<file path="config.mk">
export PLATFORM = sky130hd
export DESIGN_NAME = single_wire_frame_transceiver_top
export DESIGN_NICKNAME = d
export VERILOG_FILES = /design/src/hw/rtl/swft_pkg.sv /design/src/hw/rtl/swft_ram.sv /design/src/hw/rtl/single_wire_frame_transceiver_top.sv
export SDC_FILE = /design/constraint.sdc
export NUM_CORES = 1
export LEC_CHECK = 0
export BUFFER_PORTS_ARGS = -buffer_cell sky130_fd_sc_hd__buf_2
export CAP_MARGIN = 20
export CORE_MARGIN = 8
export CORE_UTILIZATION = 40
export CTS_BUF_LIST = sky130_fd_sc_hd__clkbuf_8
export CTS_CLUSTER_DIAMETER = 150
export DETAILED_ROUTE_END_ITERATION = 16
export PLACE_DENSITY_LB_ADDON = 0.15
export SYNTH_ARGS = -nofsm -noshare
export SYNTH_HDL_FRONTEND = slang
export SYNTH_HIERARCHICAL = 1
export SYNTH_SLANG_ARGS = --single-unit
</file>
<file path="constraint.sdc">
create_clock -name clk -period 3.8 [get_ports clk]
set_input_delay 0.19 -clock clk [delete_from_list [all_inputs] [get_ports clk]]
set_output_delay 0.19 -clock clk [all_outputs]
set_load 0.02 [all_outputs]
</file>
<file path="src/hw/rtl/swft_pkg.sv">
`timescale 1ns / 1ps
`default_nettype none
package swft_pkg;

  // Receive ring geometry
  localparam int DEPTH = 16;
  localparam int IDX_W = (DEPTH > 1) ? $clog2(DEPTH) : 1;
  localparam int CNT_W = $clog2(DEPTH + 1);

  // Frame timing in half-bit ticks
  localparam logic [4:0] TICK_FIRST_SAMPLE = 5'd3;
  localparam logic [4:0] TICK_LAST_SAMPLE  = 5'd17;
  localparam logic [4:0] TICK_END          = 5'd18;

  // Transaction mode codes
  localparam logic [2:0] MODE_TICK  = 3'd0;
  localparam logic [2:0] MODE_EDGE  = 3'd1;
  localparam logic [2:0] MODE_SEND  = 3'd2;
  localparam logic [2:0] MODE_POP   = 3'd3;
  localparam logic [2:0] MODE_CLEAR = 3'd4;

  // Advance a ring index with wrap at the depth
  function automatic logic [IDX_W-1:0] next_idx(input logic [IDX_W-1:0] i);
    logic [IDX_W:0] inc;
    inc = {1'b0, i} + (IDX_W+1)'(1);
    next_idx = (inc == (IDX_W+1)'(DEPTH)) ? '0 : inc[IDX_W-1:0];
  endfunction

  // Number of bytes held between read and write index
  function automatic logic [CNT_W-1:0] stored_count(input logic [IDX_W-1:0] ri,
                                                    input logic [IDX_W-1:0] wi);
    logic [IDX_W-1:0] diff;
    if (wi >= ri) begin
      diff = wi - ri;
      stored_count = CNT_W'(diff);
    end else begin
      diff = ri - wi;
      stored_count = CNT_W'(DEPTH) - CNT_W'(diff);
    end
  endfunction

endpackage
`default_nettype wire

</file>
<file path="src/hw/rtl/swft_ram.sv">
`timescale 1ns / 1ps
`default_nettype none
module swft_ram #(
  parameter int WIDTH = 8,
  parameter int DEPTH = 16
) (
  input  wire logic                     clk,
  input  wire logic                     we,
  input  wire logic [$clog2(DEPTH)-1:0] waddr,
  input  wire logic [WIDTH-1:0]         wdata,
  input  wire logic                     re,
  input  wire logic [$clog2(DEPTH)-1:0] raddr,
  output      logic [WIDTH-1:0]         rdata
);

  logic [WIDTH-1:0] mem [DEPTH];

  // Write port, registered read port that holds when not enabled
  always_ff @(posedge clk) begin
    if (we) begin
      mem[waddr] <= wdata;
    end
    if (re) begin
      rdata <= mem[raddr];
    end
  end

endmodule
`default_nettype wire

</file>
<file path="src/hw/rtl/single_wire_frame_transceiver_top.sv">
`timescale 1ns / 1ps
`default_nettype none
// Single-wire half-duplex byte link with a 16-entry receive ring.
// Input channel (in_valid / in_stall) carries one transaction per event:
// a half-bit tick with the sampled bus level, a bus falling edge, a send
// request with tx_byte, a pop or a clear. Every transaction yields exactly
// one result on the output channel (out_valid / out_stall) with the bus
// drive, accept flag, popped byte, stored count and busy status.
// out_valid rises in the cycle after the accept; throughput is one
// transaction per cycle while out_stall is low. Popped bytes come
// from the ring RAM's registered read port, issued in the accept cycle
// and aligned with the output register; back-to-back pops run at full rate.
// While the receiver stalls, the result and the RAM read data hold and
// in_stall is raised; a new transaction enters in the same cycle the
// pending result is taken.
// Reset (rst, synchronous) idles the link and empties the ring by zeroing
// both indices; ring contents need no clearing pass.
module single_wire_frame_transceiver_top (
  input  wire logic       clk,
  input  wire logic       rst,
  input  wire logic       in_valid,
  output      logic       in_stall,
  input  wire logic [2:0] mode,
  input  wire logic       bus_level,
  input  wire logic [7:0] tx_byte,
  output      logic       out_valid,
  input  wire logic       out_stall,
  output      logic       bus_pull_low,
  output      logic       accepted,
  output      logic [7:0] rx_byte,
  output      logic       rx_valid,
  output      logic [3:0] msg_count,
  output      logic       busy_res
);

  typedef enum logic [1:0] {
    PH_IDLE,
    PH_RX,
    PH_TX
  } phase_t;

  phase_t                       phase, phase_next;
  logic [4:0]                   tick_count, tick_count_next, tick_inc;
  logic [7:0]                   rx_shift, rx_shift_next;
  logic [7:0]                   tx_shift, tx_shift_next;
  logic                         line_low, line_low_next;
  logic [swft_pkg::IDX_W-1:0]   read_index, read_index_next;
  logic [swft_pkg::IDX_W-1:0]   write_index, write_index_next;
  logic                         accepted_next, rx_valid_next;
  logic [swft_pkg::CNT_W-1:0]   count_next;
  logic                         take;
  logic                         ram_we, ram_re;
  logic [7:0]                   ram_rdata;

  // Accept when the output register is free or being drained
  assign in_stall = out_valid & out_stall;
  assign take     = in_valid & ~in_stall;
  assign tick_inc = tick_count + 5'd1;

  // Next state of the link and ring indices
  always_comb begin
    phase_next       = phase;
    tick_count_next  = tick_count;
    rx_shift_next    = rx_shift;
    tx_shift_next    = tx_shift;
    line_low_next    = line_low;
    read_index_next  = read_index;
    write_index_next = write_index;
    accepted_next    = 1'b0;
    rx_valid_next    = 1'b0;
    ram_we           = 1'b0;
    ram_re           = 1'b0;
    unique case (mode)
      swft_pkg::MODE_TICK: begin
        if (phase != PH_IDLE) begin
          tick_count_next = tick_inc;
          if (phase == PH_RX) begin
            if (tick_inc[0] && tick_inc >= swft_pkg::TICK_FIRST_SAMPLE &&
                tick_inc <= swft_pkg::TICK_LAST_SAMPLE) begin
              rx_shift_next = {rx_shift[6:0], bus_level};
            end else if (tick_inc == swft_pkg::TICK_END) begin
              ram_we = 1'b1;
              if (swft_pkg::next_idx(write_index) != read_index) begin
                write_index_next = swft_pkg::next_idx(write_index);
              end
              phase_next    = PH_IDLE;
              line_low_next = 1'b0;
            end
          end else begin
            if (tick_inc == swft_pkg::TICK_END) begin
              phase_next    = PH_IDLE;
              line_low_next = 1'b0;
            end else if (!tick_inc[0]) begin
              line_low_next = ~tx_shift[7];
              tx_shift_next = {tx_shift[6:0], 1'b0};
            end
          end
        end
      end
      swft_pkg::MODE_EDGE: begin
        if (phase == PH_IDLE) begin
          phase_next      = PH_RX;
          tick_count_next = '0;
          accepted_next   = 1'b1;
        end
      end
      swft_pkg::MODE_SEND: begin
        if (phase == PH_IDLE) begin
          phase_next      = PH_TX;
          tick_count_next = '0;
          tx_shift_next   = tx_byte;
          line_low_next   = 1'b1;
          accepted_next   = 1'b1;
        end
      end
      swft_pkg::MODE_POP: begin
        if (read_index != write_index) begin
          ram_re          = 1'b1;
          rx_valid_next   = 1'b1;
          read_index_next = swft_pkg::next_idx(read_index);
        end
      end
      swft_pkg::MODE_CLEAR: begin
        read_index_next  = '0;
        write_index_next = '0;
      end
      default: begin
      end
    endcase
    // A clear reports what it discarded
    if (mode == swft_pkg::MODE_CLEAR) begin
      count_next = swft_pkg::stored_count(read_index, write_index);
    end else begin
      count_next = swft_pkg::stored_count(read_index_next, write_index_next);
    end
    ram_we = ram_we & take;
    ram_re = ram_re & take;
  end

  // Hold link state and the output register, load the result payload
  always_ff @(posedge clk) begin
    if (rst) begin
      phase       <= PH_IDLE;
      tick_count  <= '0;
      rx_shift    <= '0;
      tx_shift    <= '0;
      line_low    <= 1'b0;
      read_index  <= '0;
      write_index <= '0;
      out_valid   <= 1'b0;
    end else begin
      if (take) begin
        phase        <= phase_next;
        tick_count   <= tick_count_next;
        rx_shift     <= rx_shift_next;
        tx_shift     <= tx_shift_next;
        line_low     <= line_low_next;
        read_index   <= read_index_next;
        write_index  <= write_index_next;
        out_valid    <= 1'b1;
        bus_pull_low <= line_low_next;
        accepted     <= accepted_next;
        rx_valid     <= rx_valid_next;
        msg_count    <= count_next[3:0];
        busy_res     <= (phase_next != PH_IDLE);
      end else if (!out_stall) begin
        out_valid    <= 1'b0;
      end
    end
  end

  assign rx_byte = rx_valid ? ram_rdata : 8'd0;

  // Receive ring storage
  swft_ram #(
    .WIDTH (8),
    .DEPTH (swft_pkg::DEPTH)
  ) u_ring (
    .clk   (clk),
    .we    (ram_we),
    .waddr (write_index),
    .wdata (rx_shift),
    .re    (ram_re),
    .raddr (read_index),
    .rdata (ram_rdata)
  );

endmodule
`default_nettype wire

</file>
==> flow_metrics.tcl <==
set metrics [dict create \
    ir_drop_mv 0.1927 \
    drt-met1-wl_um 7645 \
    synth_flop_cell "edfxtp_1" \
    synth-warning-count 6 \
    synth_nets 566 \
    syn2layout_area_growth_pct 12.08 \
    synth_area_mm2 0.007955 \
    tightest_slew_ps 878.3 \
    pwr-share-seq_pct 60.8 \
    min_path_cells 5 \
    final_nets 625 \
    cts_setup_buffers 0 \
    synth_top_area_share_pct 54.36 \
    io_pins 34 \
    setup_tns_ps 0 \
    drv_slew 0 \
    synth_seq_cells 177 \
    root_buffer "clkbuf_8" \
    hold_path_class "in -> reg" \
    die_y_um 157.0 \
    wl_per_cell_um 18.77 \
    multi_input_area_mm2 0.002781 \
    cts_buffers 17 \
    cts_buffer_depth 2 \
    crit_path_end_kind "flop" \
    rows 51 \
    critPathKind "reg -> reg" \
    synth_top_cells_by_area "edfxtp_1 54%, dfxtp_1 8.3%, mux4_2 5.1%, mux4_1 4.6%, mux2i_1 2.8%" \
    wl_met3_um 658 \
    core_area_mm2 0.01946 \
    yosysMostFrequentCell "edfxtp_1" \
    synth_area_leader_cell "edfxtp_1" \
    fin_skew_ps 12.08 \
    r2r_cells 16 \
    critPathLaunchType "flop" \
    p_switching_uw 819.2 \
    synthTopCellsByCount "144 x edfxtp_1, 54 x nor2_1, 33 x dfxtp_1, 29 x nand2_1, 22 x mux2i_1" \
    grt_pass1_wl_um 25990 \
    ant_nets 0 \
    track_usage_pct 14.07 \
    outcome "finished, final reports clean" \
    p_total_mw 3.426 \
    vias_per_cell 5.247 \
    clock_latency_ps 450 \
    antenna_found_initial 0 \
    setup_viol 0 \
    fin_crit_ps 3462 \
    die_area_mm2 0.02466 \
    cts.sinks 177 \
    remaining_drc_errors 0 \
    place_congestion 0.8267 \
    p_leak_nw 3.012 \
    htree_num_levels 4 \
    switching_share_pct 23.91 \
    rsz0062_at_grt "no" \
    internal_power_mw 2.607 \
    fp.dieW_um 157.0 \
    finalCritPeriodShare_pct 91.10 \
    path_max_fanout 9 \
    power_frac_comb_pct 4.2 \
    drt_wl_total_um 16400 \
    syn_area_per_cell_um2 14.81 \
    grt_overflow 0 \
    p_clk_share_pct 35.0 \
    max_slew_margin_pct 41.23 \
    synth.distinct_cells 65 \
    vias 4586 \
    r2r_setup_slack_ps 340 \
    first_iter_violations 232 \
    port_buffers 33 \
    p_per_area_mw_per_mm2 384.3 \
    grt_pass1_vias 4675 \
    dp_hpwl_um 10960 \
    ys_seq_area_share_pct 62.66 \
    first_pass_iters 5 \
    synth_edf_count 144 \
    fillers 1778 \
    clk_pin_slew_ps 100 \
    highest_layer "met4" \
    drive_gt1_share_pct 23.15 \
    initial_core_util_pct 40.87 \
    arrival_ps 3670 \
    regArea_mm2 0.004986 \
    clock.fmax_mhz 288.9 \
    async_flop_share_pct 0 \
    cts_tree "done" \
    grt_max_degree 44 \
    insertedDiodeCount 0 \
    dr_wl_met2_um 7872 \
    maxCapViolations 0 \
    final_hold_viol_count 0 \
    postSynthCellCount 537 \
    cp_data_required_time_ps 4010 \
]
[worst max-delay path, cell delays in order, from the launching register on]
cell	delay [ps]
dfxtp_1	330
buf_4	160
inv_1	90
ha_1	250
and3b_1	180
o221ai_1	210
a211oi_1	280
buf_4	170
o21ai_0	70
a32oi_1	220
ha_1	220
inv_1	60
a21o_1	170
a21oi_1	190
xnor3_1	370
mux2i_1	160
a21oi_1	70
[power groups by stage]
stage / Clock (mW) / Sequential (mW) / Combinational, mW
final: 1.20 / 2.08 / 0.143
after global placement: 0 / 2.13 / 0.139
after global routing: 1.32 / 2.09 / 0.160
after CTS: 1.24 / 2.08 / 0.145
after detailed placement: 0 / 2.13 / 0.142
after floorplan: 0 / 2.13 / 0.0915
[path summary, 6_finish.rpt]
| kind | end | startpoint |
|---|---|---|
| min reg2reg | tx_shift[0] | tx_shift[0] |
| max | msg_count[3] | tick_count[1] |
| min | out_valid | out_stall |
| max reg2reg | msg_count[3] | tick_count[1] |
[per-stage QoR]
stage	cells	util, %	setup WS [ps]	area [µm²]	hold slack (ps)
floorplan	537	-	442.9	7955	310.7
global placement	839	43.75	278.5	8516	430.2
detailed placement	839	43.75	259.7	8516	440.4
CTS	874	45.77	249.1	8909	54.55
global route	874	45.81	58.37	8916	95.26
finish	874	45.81	338.4	8916	80.01
[area by class of cell]
type | count | share of cell area (%)
Sequential cell | 177 | 55.92
Multi-Input combinational cell | 322 | 31.20
Timing Repair Buffer | 63 | 4.463
Tap cell | 265 | 3.719
Clock buffer | 17 | 2.624
Clock inverter | 15 | 1.445
Inverter | 15 | 0.6315
[layout by cell type (no fill, tap or decap), types with 13 or more instances in the layout]
cell type / count
a21oi_1: 15
buf_4: 27
mux4_1: 14
dfxtp_1: 32
nor2_1: 54
inv_1: 16
nand2_1: 29
buf_2: 33
and2_1: 13
mux2i_1: 22
edfxtp_1: 144
clkbuf_8: 17
mux4_2: 18
a22oi_1: 18
[repair_timing]
| item | 4_1_cts | 5_1_grt |
|---|---|---|
| setup endpoints to repair | 0 | 1 |
| endpoints found under the hold margin | 3 | 0 |
| hold buffers | 3 | 0 |
| resized for setup | 0 | 2 |
[per-layer routing]
layer	vias to the layer above	GRT usage (%)
li1	2189	-
met1	2296	18.14
met2	87	23.03
met3	14	3.482
met4	0	4.306
met5	-	0
[cell families after synthesis]
family	share of synthesized area, %
muxes	14.05
xor gates and xnor gates	1.887
buffers and inverters	2.469
and+or+nand+nor	9.736
DFF	62.66
AOI/OAI and AO/OA	7.062
adders and majority gates	2.139
[sequential cells by signal, summed over array words and instances, names as in the netlist]
signal        flops
tick_count        5
line_low          1
bus_pull_low      1
accepted          1
phase             2
read_index        4
tx_shift          8
write_index       4
rx_shift          8
u_ring/rdata      8
msg_count         4
rx_valid          1
u_ring/mem      128
busy_res          1
out_valid         1
(Power assumes the default switching activity.)
